**src/checked_integer_alu_macros.svh**
```systemverilog
// Assertion macros for the checked integer ALU.
// Taken in by every RTL file that asserts; needs a clk and rst_n in scope.
`ifndef CHECKED_INTEGER_ALU_MACROS_SVH
`define CHECKED_INTEGER_ALU_MACROS_SVH
`ifndef SYNTHESIS
`define CIA_ASSERT_IMPLY(lbl, ante, cons) \
    lbl: assert property (@(posedge clk) disable iff (!rst_n) (ante) |-> (cons)) \
        else $error("checked_integer_alu: same-cycle check failed");
`define CIA_ASSERT_NEXT(lbl, ante, cons) \
    lbl: assert property (@(posedge clk) disable iff (!rst_n) (ante) |=> (cons)) \
        else $error("checked_integer_alu: next-cycle check failed");
`else
`define CIA_ASSERT_IMPLY(lbl, ante, cons)
`define CIA_ASSERT_NEXT(lbl, ante, cons)
`endif
`endif

```
**src/cia_pkg.sv**
```systemverilog
// Package for the checked integer ALU: codes, beat structs and width helpers.
// No dependencies; used by cia_div_stage and checked_integer_alu.
package cia_pkg;

    localparam logic [1:0] CMD_ADD = 2'd0;
    localparam logic [1:0] CMD_SUB = 2'd1;
    localparam logic [1:0] CMD_MUL = 2'd2;
    localparam logic [1:0] CMD_DIV = 2'd3;

    localparam logic [1:0] W8  = 2'd0;
    localparam logic [1:0] W16 = 2'd1;
    localparam logic [1:0] W32 = 2'd2;
    localparam logic [1:0] W64 = 2'd3;

    localparam logic [1:0] ST_OK   = 2'd0;
    localparam logic [1:0] ST_OVF  = 2'd1;
    localparam logic [1:0] ST_DIV0 = 2'd2;

    localparam int DIV_STEPS = 64;

    typedef struct packed {
        logic [1:0] cmd;
        logic [1:0] wcode;
        logic       sgn;
        logic       neg;
    } ctl_t;

    // Beat carried through the divider stages
    typedef struct packed {
        ctl_t        ctl;
        logic [63:0] as_res;
        logic        as_ovf;
        logic [63:0] mul_lo;
        logic [63:0] mul_hi;
        logic [63:0] mb;
        logic [63:0] rem;
        logic [63:0] dq;
    } div_t;

    function automatic logic [63:0] width_mask(input logic [1:0] wcode);
        logic [63:0] m;
        unique case (wcode)
            W8:      m = 64'h0000_0000_0000_00FF;
            W16:     m = 64'h0000_0000_0000_FFFF;
            W32:     m = 64'h0000_0000_FFFF_FFFF;
            default: m = 64'hFFFF_FFFF_FFFF_FFFF;
        endcase
        return m;
    endfunction

    function automatic logic [63:0] sext(input logic [63:0] x, input logic [1:0] wcode);
        logic [63:0] r;
        unique case (wcode)
            W8:      r = {{56{x[7]}}, x[7:0]};
            W16:     r = {{48{x[15]}}, x[15:0]};
            W32:     r = {{32{x[31]}}, x[31:0]};
            default: r = x;
        endcase
        return r;
    endfunction

    // Magnitude of the most negative value at each width
    function automatic logic [63:0] neg_limit(input logic [1:0] wcode);
        logic [63:0] l;
        unique case (wcode)
            W8:      l = 64'h0000_0000_0000_0080;
            W16:     l = 64'h0000_0000_0000_8000;
            W32:     l = 64'h0000_0000_8000_0000;
            default: l = 64'h8000_0000_0000_0000;
        endcase
        return l;
    endfunction

endpackage

```
**src/cia_div_stage.sv**
```systemverilog
// One registered step of the restoring divider, one quotient bit per stage.
// Depends on cia_pkg for the div_t beat struct.
module cia_div_stage (
    input  logic         clk,
    input  logic         rst_n,
    input  logic         en,
    input  logic         in_valid,
    input  cia_pkg::div_t in_item,
    output logic         out_valid,
    output cia_pkg::div_t out_item
);

    logic           valid_reg;
    cia_pkg::div_t  item_reg;
    cia_pkg::div_t  item_next;
    logic [64:0]    rem_sh;
    logic [64:0]    diff;
    logic           ge;

    // Shift in the next dividend bit, subtract the divisor if it fits
    always_comb
    begin
        rem_sh    = {in_item.rem, in_item.dq[63]};
        diff      = rem_sh - {1'b0, in_item.mb};
        ge        = rem_sh >= {1'b0, in_item.mb};
        item_next = in_item;
        item_next.rem = ge ? diff[63:0] : rem_sh[63:0];
        item_next.dq  = {in_item.dq[62:0], ge};
    end

    always_ff @(posedge clk or negedge rst_n)
    begin
        if (!rst_n)
        begin
            valid_reg <= 1'b0;
        end
        else if (en)
        begin
            valid_reg <= in_valid;
        end
    end

    always_ff @(posedge clk)
    begin
        if (en)
        begin
            item_reg <= item_next;
        end
    end

    assign out_valid = valid_reg;
    assign out_item  = item_reg;

endmodule

```
**config.mk**
```make
export PLATFORM = sky130hd
export DESIGN_NAME = cia_div_stage
export DESIGN_NICKNAME = d
export VERILOG_FILES = /design/src/checked_integer_alu_macros.svh /design/src/cia_pkg.sv /design/src/cia_div_stage.sv
export SDC_FILE = /design/constraint.sdc
export NUM_CORES = 1
export LEC_CHECK = 0
export ABC_AREA = 1
export BUFFER_PORTS_ARGS = -buffer_cell sky130_fd_sc_hd__buf_2
export CAP_MARGIN = 25
export CORE_AREA = 10 10 299 301
export DETAILED_ROUTE_END_ITERATION = 10
export DIE_AREA = 0 0 309 311
export PLACE_DENSITY_LB_ADDON = 0.1
export SYNTH_ARGS = -nofsm -noshare
export SYNTH_HDL_FRONTEND = slang
export SYNTH_SLANG_ARGS = --single-unit
```
**constraint.sdc**
```tcl
create_clock -name clk -period 0.8 [get_ports clk]
set_clock_uncertainty 0.2 [all_clocks]
set_input_delay 0 -clock clk [delete_from_list [all_inputs] [get_ports clk]]
set_output_delay 0 -clock clk [all_outputs]
set_load 0.005 [all_outputs]
```
==> flow_metrics.py, run 1 <==
metrics = {
    "timing": {
        "tns_ns": -255.02,
        "setup-violations-final": 458,
        "fmax_mhz": 575,
        "min_period_over_period_pct": 217,
        "slew_violations": 0,
        "worst_hold_slack_ns": -0.631,
        "rsz0062_at_grt": "true",
        "slew_headroom_pct": 74.7,
        "tightest_slew_ns": 0.377,
        "finalHoldViolations": 729,
        "period_minus_slack_ns": 1.74,
        "setup_slack_ns": -0.940,
    },
    "die": {
        "die_h_um": 311,
        "pin_count": 787,
        "rows": 106,
        "die_area_mm2": 0.0961,
        "core_area_mm2": 0.0833,
        "initial_utilization_pct": 22.9,
        "die_w_um": 309,
    },
    "placed_design": {
        "placed_cells": 4116,
        "port_buffers": 786,
        "pre_cts_slack_ns": -1.79,
        "place.detailed.hpwl_mm": 86.7,
        "placed_area_mm2": 0.0276,
        "place.gp.congestion": 0.943,
    },
    "yosys": {
        "synthTopCellsByCount": "nand2_1, edfxtp_1, inv_1",
        "synthTopCellsByArea": "edfxtp_1, nand2_1, inv_1",
        "seq_area_frac_synth_pct": 61.8,
        "yosysTopAreaCellShare_pct": 61.7,
        "synthDistinctLibCells": 38,
        "synth_most_common_cell": "nand2_1",
        "syn_area_mm2": 0.0190,
        "synth_ff_type": "edfxtp_1",
        "syn_nets": 2425,
        "yosysTopAreaCell": "edfxtp_1",
        "synth_edf_count": 391,
        "ys_async_sr_fraction_pct": 0.255,
        "synth.ff_latch_count": 392,
        "yosys_warnings": 0,
        "syn_inst": 1965,
        "synth.avg_cell_area_um2": 9.69,
    },
    "drt": {
        "drtIter0Drc": 1056,
        "routed_wl_mm": 105,
        "remaining_drc_errors": 0,
        "dr.pass1.iters": 5,
        "wire_per_inst_um": 22.9,
        "ant_nets": 0,
        "avgViaCountPerCell": 4.15,
        "via_count": 19000,
    },
    "cts": {
        "cts_tree": "yes",
        "clkSinkCount": 392,
        "clk_pin_slew_ns": 0.06,
        "cts_root_buf": "clkbuf_16",
        "cts.path.max_buffers": 3,
        "clk-insertion-delay-late_ns": 0.59,
        "cts_max_level": 2,
        "cts_buffers": 50,
    },
    "cells_and_area": {
        "drive_gt1_share_pct": 47.2,
        "syn2layout_area_growth_pct": 81.2,
        "final_cells": 4581,
        "final_area_mm2": 0.0345,
        "fin_util_pct": 41.4,
        "final_nets": 3908,
    },
    "grt": {
        "track_usage_pct": 20.9,
        "grt_pass1_vias": 19800,
        "antenna_found_initial": 22,
        "grt_max_degree": 44,
        "grt_pass1_wl_mm": 145,
        "gr-total-overflow": 0,
    },
    "critical_path": {
        "required_ns": 0.96,
        "path_max_fanout": 8,
        "startpoint_type": "input pin",
        "critical-path-max-stage-delay_ns": 0.23,
        "path_class": "in2reg",
        "path_cells": "buf_2, inv_1, ha_4, nand2_2, inv_1, a21oi_2, o21ai_1, nand2_1, nand3_4, nor2_8, nand2_8, buf_12, clkbuf_16, nand3_2, nand2_1",
        "worst_ep_arrival_time_ns": 1.90,
        "crit_slowest_cell": "ha_4",
        "endpoint_kind": "flop",
    },
    "outcome": {
        "violations": "negative hold slack, negative setup slack",
        "status": "finished, violations left",
    },
    "flow_run": {
        "maxCapViolCount": 0,
    },
    "power": {
        "vdd_ir_drop_max_mv": 1.36,
        "power_mw": 64.2,
        "leakage_nw": 16.4,
        "powerDensity_mw_per_mm2": 1860,
    },
    "worst_hold_path": {
        "hold_class": "in2reg",
    },
}
-- kinds of logic (layout without fill, tap and decap cells) --
| group | after synthesis | in the layout | share of synthesized area (%) |
|---|---|---|---|
| simple gates | 1009 | 1009 | 22.5 |
| buf+inv | 413 | 1936 | 8.37 |
| flops | 392 | 392 | 61.8 |
| fa+ha+maj | 65 | 65 | 4.31 |
| compound gates | 54 | 54 | 1.50 |
| xor+xnor | 31 | 31 | 1.43 |
| mux | 1 | 1 | 0.0591 |
| other cells | 0 | 13 | 0 |
-- critical path, delay by kind of cell --
family	cells	cell delay (ns)
AOI/OAI and AO/OA	2	0.30
adders and majority gates	1	0.23
buffers and inverters	5	0.62
and+or+nand+nor	7	0.72
-- cell usage in the layout, fill, tap and decap left out, types with 5 or more instances in the layout --
cell type        n
buf_4          318
bufinv_16        6
buf_8            5
nand3_1         91
buf_2          737
nor2_4          35
clkinv_2        12
inv_1          331
diode_2         13
a21oi_1         18
edfxtp_1       391
nand2_1        536
nor3_1           6
nand3_2         39
nand2_4         38
a21oi_2         20
nor2_1          58
inv_4            5
clkinv_1        13
xor2_1          30
ha_4            62
clkbuf_16       52
dlygate4sd3_1  323
inv_2           55
nor2_2          22
nand3_4         16
nand3b_1        15
buf_6           41
buf_12          20
nand4_1          7
nand2_2        128
a21oi_4          7
-- power breakdown --
part | total, mW | internal (mW) | switching [mW]
Clock | 22.7 | 13.4 | 9.30
Sequential | 25.5 | 24.8 | 0.701
Combinational | 16.0 | 7.50 | 8.49
Total | 64.2 | 45.8 | 18.5
-- state kept, by name (all words and copies together) (netlist names) --
register and cells:
out_valid 1, out_item 391
-- per-layer routing --
metal	global-route usage (%)	share of wire [%]
met1	24.3	40
met2	36.8	50
met3	5.17	6.1
met4	6.97	3.7
met5	0	0.079
-- final cells by class --
cell class | instances | area, um^2
fill | 8406 | 48800
sequential | 392 | 11800
timing repair buffer | 1450 | 10400
multi-input combinational | 1160 | 7810
inverter | 394 | 1500
tap | 1080 | 1350
clock buffer | 54 | 1270
clock inverter | 38 | 377
antenna | 13 | 32.5
-- repair_timing --
item / CTS / global route
setup endpoints to repair: 458 / 458
setup buffers: 13 / 21
endpoints found under the hold margin: 783 / 756
hold buffers: 302 / 21
gates resized for setup: 240 / 225
gates cloned: 3 / 2
pin swaps: 35 / 61
-- path summary, 6_finish.rpt --
| kind | slack, ns | cells after the start | endpoint | startpoint |
|---|---|---|---|---|
| worst max register to register | -0.15 | 1 | out_valid$_DFFE_PN0P_ | out_valid$_DFFE_PN0P_ |
| min in group asynchronous | 0.06 | 3 | out_valid$_DFFE_PN0P_ | rst_n |
| worst min-delay path | -0.63 | 1 | out_item[174]$_DFFE_PP_ | in_item[174] |
| max in group asynchronous | 0.24 | 3 | out_valid$_DFFE_PN0P_ | rst_n |
| worst min register to register | 0.32 | 1 | out_valid$_DFFE_PN0P_ | out_valid$_DFFE_PN0P_ |
| worst max-delay path | -0.94 | 15 | out_item[123]$_DFFE_PP_ | in_item[179] |
Note: power is estimated with default switching activity, not from simulation.
==> inputs of run 2 (changes only) <==
- CTS_BUF_LIST: unset -> sky130_fd_sc_hd__clkbuf_16
- MAX_ROUTING_LAYER: unset -> met4
==> run 2 against run 1 <==
  * The flow still finishes with violations (negative hold slack, negative setup slack)
  * Wire length increased by 1.6%
  * Critical endpoint is now out_item[88]$_DFFE_PP_
  * Design area decreased by 0.53%
  * Largest cell class unchanged
  * Flip-flop and latch count unchanged
  * Sequential share of layout area increased by 0.18 points
  * Critical path type unchanged
==> flow_metrics.py, run 2 (same netlist as run 1, synthesis figures left out) <==
metrics = {
    "timing": {
        "setup_slack_ns": -0.950,
        "min_period_over_period_pct": 219,
        "slew_violations": 0,
        "period_minus_slack_ns": 1.75,
        "finalHoldViolations": 744,
        "slew_headroom_pct": 71.3,
        "fmax_mhz": 572,
        "tightest_slew_ns": 0.427,
        "rsz0062_at_grt": "true",
        "worst_hold_slack_ns": -0.643,
        "setup-violations-final": 458,
    },
    "drt": {
        "dr.pass1.iters": 5,
        "wire_per_inst_um": 23.3,
        "drtIter0Drc": 1053,
        "routed_wl_mm": 107,
        "ant_nets": 0,
        "remaining_drc_errors": 0,
        "via_count": 19100,
        "avgViaCountPerCell": 4.17,
    },
    "cells_and_area": {
        "fillers": 8497,
        "drive_gt1_share_pct": 45.6,
        "layout.cells.most_common_list": "buf_2, nand2_1, edfxtp_1",
        "final_common_cell": "buf_2",
        "syn2layout_area_growth_pct": 80.2,
        "final_nets": 3912,
        "largest_register_ffs": 391,
        "final_cells": 4588,
    },
    "cts": {
        "clk-insertion-delay-late_ns": 0.59,
        "cts_buffers": 47,
        "clkSinkCount": 392,
        "clk_pin_slew_ns": 0.07,
        "cts_max_level": 2,
        "cts_tree": "yes",
        "cts.path.max_buffers": 3,
        "cts_root_buf": "clkbuf_16",
    },
    "power": {
        "leakage_nw": 16.4,
        "vdd_ir_drop_max_mv": 2.16,
        "powerDensity_mw_per_mm2": 1800,
    },
    "critical_path": {
        "required_ns": 0.95,
        "path_class": "in2reg",
        "critical-path-max-stage-delay_ns": 0.25,
        "rrSetupSlack_ns": -0.15,
        "r2r_start": "out_valid$_DFFE_PN0P_",
        "path_max_fanout": 19,
        "crit_slowest_cell": "ha_4",
        "worst_ep_arrival_time_ns": 1.90,
        "endpoint_kind": "flop",
        "path_cells": "buf_12, inv_12, ha_4, a21o_1, nor2_2, nor2_1, nor2_1, buf_4, nand3_4, nor2_8, nand2_8, buf_12, nand2_1, nand2_1",
        "r2r-end": "out_valid$_DFFE_PN0P_",
        "reg2reg_depth": 1,
        "startpoint_type": "input pin",
    },
    "placed_design": {
        "place.gp.congestion": 0.947,
        "place.detailed.hpwl_mm": 87.0,
        "placed_cells": 4121,
        "port_buffers": 786,
    },
    "grt": {
        "met1_usage_pct": 24.7,
        "gr-total-overflow": 0,
        "grt_pass1_wl_mm": 148,
        "grt_max_degree": 39,
        "antenna_found_initial": 23,
        "grt_use_met2_pct": 38.6,
        "grt_pass1_vias": 20100,
        "track_usage_pct": 21.9,
        "met3_usage_pct": 4.27,
        "top_usage_layer": "met2",
    },
    "die": {
        "die_w_um": 309,
        "die_h_um": 311,
        "rows": 106,
        "initial_utilization_pct": 22.9,
        "core_area_mm2": 0.0833,
        "pin_count": 787,
        "die_area_mm2": 0.0961,
    },
    "worst_hold_path": {
        "min_to": "out_item[174]$_DFFE_PP_",
        "hold_start": "in_item[174]",
        "hold_depth": 1,
        "hold_class": "in2reg",
    },
    "flow_run": {
        "maxCapViolCount": 0,
    },
    "outcome": {
        "violations": "negative hold slack, negative setup slack",
        "status": "finished, violations left",
    },
}
[run 2: area by class of cell]
type | instances | area (um^2) | share of cell area, %
inverter | 394 | 1490 | 4.35
clock inverter | 35 | 223 | 0.649
sequential | 392 | 11800 | 34.3
antenna | 22 | 55.1 | 0.160
clock buffer | 48 | 1200 | 3.50
timing repair buffer | 1456 | 10600 | 30.9
tap | 1080 | 1350 | 3.94
multi-input combinational | 1161 | 7640 | 22.3
[run 2: worst max-delay path by stage]
stage / startpoint / end / slack (ns) / cells after the start
5_1_grt: in_item[188] / out_item[88]$_DFFE_PP_ / -0.97 / 14
6_report: in_item[188] / out_item[88]$_DFFE_PP_ / -0.95 / 14
3_5_place_dp: in_item[140] / out_item[116]$_DFFE_PP_ / -1.72 / 14
4_1_cts: in_item[170] / out_item[71]$_DFFE_PP_ / -0.87 / 12
2_1_floorplan: in_item[188] / out_item[80]$_DFFE_PP_ / -1.10 / 13
3_3_place_gp: in_item[184] / out_item[121]$_DFFE_PP_ / -1.74 / 13
[run 2: worst max-delay path: cells and delay by family]
family,cells,cell delay [ns]
simple gates,8,0.97
buf+inv,4,0.46
fa+ha+maj,1,0.25
compound gates,1,0.20
[run 2: power by group]
part	internal [mW]	switching, mW
sequential	24.8	0.735
clock	11.2	9.02
combinational	7.49	8.39
total	43.5	18.1
[run 2: metal layers]
metal	up-vias	share of wire (%)
met3	120	5.5
met2	574	51
li1	9309	-
met1	9115	40
met5	-	0
met4	0	3.3
[run 2: repair_timing]
| item | 4_1_cts | 5_1_grt |
|---|---|---|
| buffers inserted | 20 | 13 |
| endpoints found under the hold margin | 783 | 761 |
| cloned | 9 | 4 |
| pin swaps | 18 | 30 |
| resized for setup | 220 | 183 |
| hold buffers | 304 | 14 |
| endpoints found under the setup margin | 458 | 458 |
[run 2: metrics by stage]
stage | power [mW] | cell area [um^2] | TNS (ns) | utilization (%) | setup slack (ns)
2_1_floorplan | 30.6 | 19900 | -69.02 | - | -1.10
3_3_place_gp | 38.9 | 27700 | -210.97 | 33.2 | -1.74
3_5_place_dp | 38.9 | 27700 | -211.25 | 33.2 | -1.72
4_1_cts | 61.9 | 33300 | -276.75 | 40.0 | -0.874
5_1_grt | 64.7 | 34300 | -285.15 | 41.2 | -0.973
6_report | 61.6 | 34300 | -262.96 | 41.2 | -0.950
==> inputs of run 3 (changes only) <==
==> constraint.sdc (replaced) <==
create_clock -name clk -period 0.8 [get_ports clk]
set_clock_uncertainty 0.2 [all_clocks]
set_input_delay 0.08 -clock clk [delete_from_list [all_inputs] [get_ports clk]]
set_output_delay 0.08 -clock clk [all_outputs]
set_load 0.005 [all_outputs]
==> run 3 against run 2 <==
  * The flow still finishes with violations (negative hold slack, negative setup slack)
  * Flip-flop and latch count is the same
  * Clock power grew 7%
  * Sequential power is essentially flat
  * Largest power group unchanged
  * Critical endpoint is now out_item[114]$_DFFE_PP_
  * Core utilization grew 1.6 points
  * Critical path type unchanged
  * Global-route usage grew 0.16 points
  * Total power grew 4.0%
==> flow_metrics.py, run 3 (same netlist as run 1, synthesis figures left out) <==
metrics = {
    "critical_path": {
        "r2r_start": "out_valid$_DFFE_PN0P_",
        "critical_path_buf_inv_count": 5,
        "r2r-end": "out_valid$_DFFE_PN0P_",
        "crit_top_cell": "nand2_4",
        "endpoint_kind": "flop",
        "path_class": "in2reg",
        "crit_slowest_cell": "ha_4",
        "worst_ep_arrival_time_ns": 1.90,
        "rrSetupSlack_ns": -0.14,
        "crit_family": "simple AND/OR/NAND/NOR gates",
        "startpoint_type": "input pin",
        "reg2reg_depth": 1,
        "path_max_fanout": 8,
        "required_ns": 0.94,
        "critical-path-max-stage-delay_ns": 0.30,
        "path_cells": "buf_2, ha_4, buf_6, nand2_4, nor2_4, nand2_2, inv_2, nand2_4, nor3_4, nand2_8, buf_12, clkbuf_16, nand3_1, nand2_1",
    },
    "cts": {
        "clkSinkCount": 392,
        "cts_buffers": 47,
        "clk-insertion-delay-late_ns": 0.63,
        "cts_tree": "yes",
        "cts_root_buf": "clkbuf_16",
        "cts.path.max_buffers": 3,
        "cts_max_level": 2,
        "clk_pin_slew_ns": 0.06,
    },
    "die": {
        "die_area_mm2": 0.0961,
        "initial_utilization_pct": 22.9,
        "rows": 106,
        "die_w_um": 309,
        "die_h_um": 311,
        "pin_count": 787,
        "core_area_mm2": 0.0833,
    },
    "cells_and_area": {
        "final_cells": 4642,
        "register_area_mm2": 0.0118,
        "final_area_mm2": 0.0356,
        "multi_input_area_mm2": 0.00836,
        "final_nets": 3962,
        "final_common_cell": "buf_2",
        "syn2layout_area_growth_pct": 87.1,
        "fillers": 8270,
        "largest_register_ffs": 391,
        "drive_gt1_share_pct": 51.0,
        "layout.cells.most_common_list": "buf_2, nand2_1, edfxtp_1",
    },
    "placed_design": {
        "port_buffers": 786,
        "place.gp.congestion": 0.965,
        "place.detailed.hpwl_mm": 87.5,
        "placed_cells": 4154,
        "placed_area_mm2": 0.0279,
    },
    "grt": {
        "track_usage_pct": 22.0,
        "gr-total-overflow": 0,
        "grt_pass1_wl_mm": 149,
        "grt_max_degree": 71,
        "grt_pass1_vias": 20800,
        "antenna_found_initial": 31,
    },
    "timing": {
        "slew_violations": 0,
        "tns_ns": -296.99,
        "finalHoldViolations": 520,
        "fmax_mhz": 570,
        "setup_slack_ns": -0.955,
        "worst_hold_slack_ns": -0.572,
        "period_minus_slack_ns": 1.76,
        "tightest_slew_ns": 0.452,
        "rsz0062_at_grt": "true",
        "slew_headroom_pct": 69.5,
        "min_period_over_period_pct": 219,
        "setup-violations-final": 458,
    },
    "worst_hold_path": {
        "min_to": "out_item[130]$_DFFE_PP_",
        "hold_depth": 1,
        "hold_start": "in_item[130]",
        "hold_class": "in2reg",
    },
    "drt": {
        "dr.pass1.iters": 5,
        "avgViaCountPerCell": 4.19,
        "via_count": 19400,
        "wire_per_inst_um": 23.3,
        "drtIter0Drc": 979,
        "routed_wl_mm": 108,
        "remaining_drc_errors": 0,
        "ant_nets": 0,
    },
    "outcome": {
        "violations": "negative hold slack, negative setup slack",
        "status": "finished, violations left",
    },
    "power": {
        "leakage_nw": 16.9,
        "p_sw_share_pct": 29.6,
        "powerDensity_mw_per_mm2": 1800,
        "combPwrFrac_pct": 26.3,
        "clkPwrFrac_pct": 33.8,
        "p_switching_mw": 19.0,
        "seq_power_share_pct": 39.8,
        "intPower_mw": 45.1,
        "vdd_ir_drop_max_mv": 1.69,
    },
    "flow_run": {
        "maxCapViolCount": 0,
    },
}
[run 3: cell types whose count changed in the layout (fill, tap and decap cells not counted), moves of 14 or more]
cell / change
inv_2: +27
nand3_2: +14
buf_4: +40
nand3_1: -19
a21oi_1: -16
inv_1: -42
nand2_2: +43
nand2_4: +32
nand2_1: -75
[run 3: worst max path at each step]
stage                      start                 endpoint  cells past startpoint  slack [ns]
global route        in_item[188]  out_item[120]$_DFFE_PP_                     15       -0.99
floorplan           in_item[188]   out_item[80]$_DFFE_PP_                     13       -1.18
finish              in_item[113]  out_item[114]$_DFFE_PP_                     14       -0.96
CTS                 in_item[134]   out_item[74]$_DFFE_PP_                     21       -0.96
detailed placement  in_item[188]  out_item[107]$_DFFE_PP_                     13       -1.96
global placement    in_item[173]  out_item[104]$_DFFE_PP_                     15       -1.95
[run 3: power by group through the flow]
stage	clock network, mW	logic (mW)	registers [mW]
final	21.7	16.9	25.5
after global routing	23.3	18.2	25.7
after CTS	22.4	16.1	25.5
after detailed placement	0	13.2	25.9
after global placement	0	13.2	25.9
after floorplan	0	4.62	26.0
[run 3: timing repair]
| action | CTS | global route |
|---|---|---|
| buffers inserted | 27 | 25 |
| cloned | 7 | 4 |
| setup endpoints to repair | 458 | 458 |
| endpoints found under the hold margin | 783 | 590 |
| gates resized for setup | 375 | 274 |
| hold buffers | 308 | 13 |
| pin swaps | 56 | 84 |
[run 3: layout make-up]
type | instances | area share [%]
Clock inverter | 37 | 0.959
Antenna cell | 25 | 0.176
Sequential cell | 392 | 33.0
Multi-Input combinational cell | 1160 | 23.5
Clock buffer | 47 | 3.30
Tap cell | 1080 | 3.79
Timing Repair Buffer | 1507 | 31.0
Inverter | 394 | 4.25
[run 3: routing by layer]
metal  vias to the layer above  wire, um  track usage [%]
met3                       136      6510             4.83
met1                      9296     42900             24.7
li1                       9396         -                -
met4                         0      4680             8.65
met5                         -         0                -
met2                       608     53900             37.7
[run 3: metrics by stage]
stage               utilization [%]  total power, mW  worst slack [ns]
finish                         42.8             64.1            -0.955
global route                   42.8             67.2            -0.988
CTS                            41.1             64.0            -0.959
detailed placement             33.5             39.1             -1.96
global placement               33.5             39.1             -1.95
floorplan                         -             30.6             -1.18
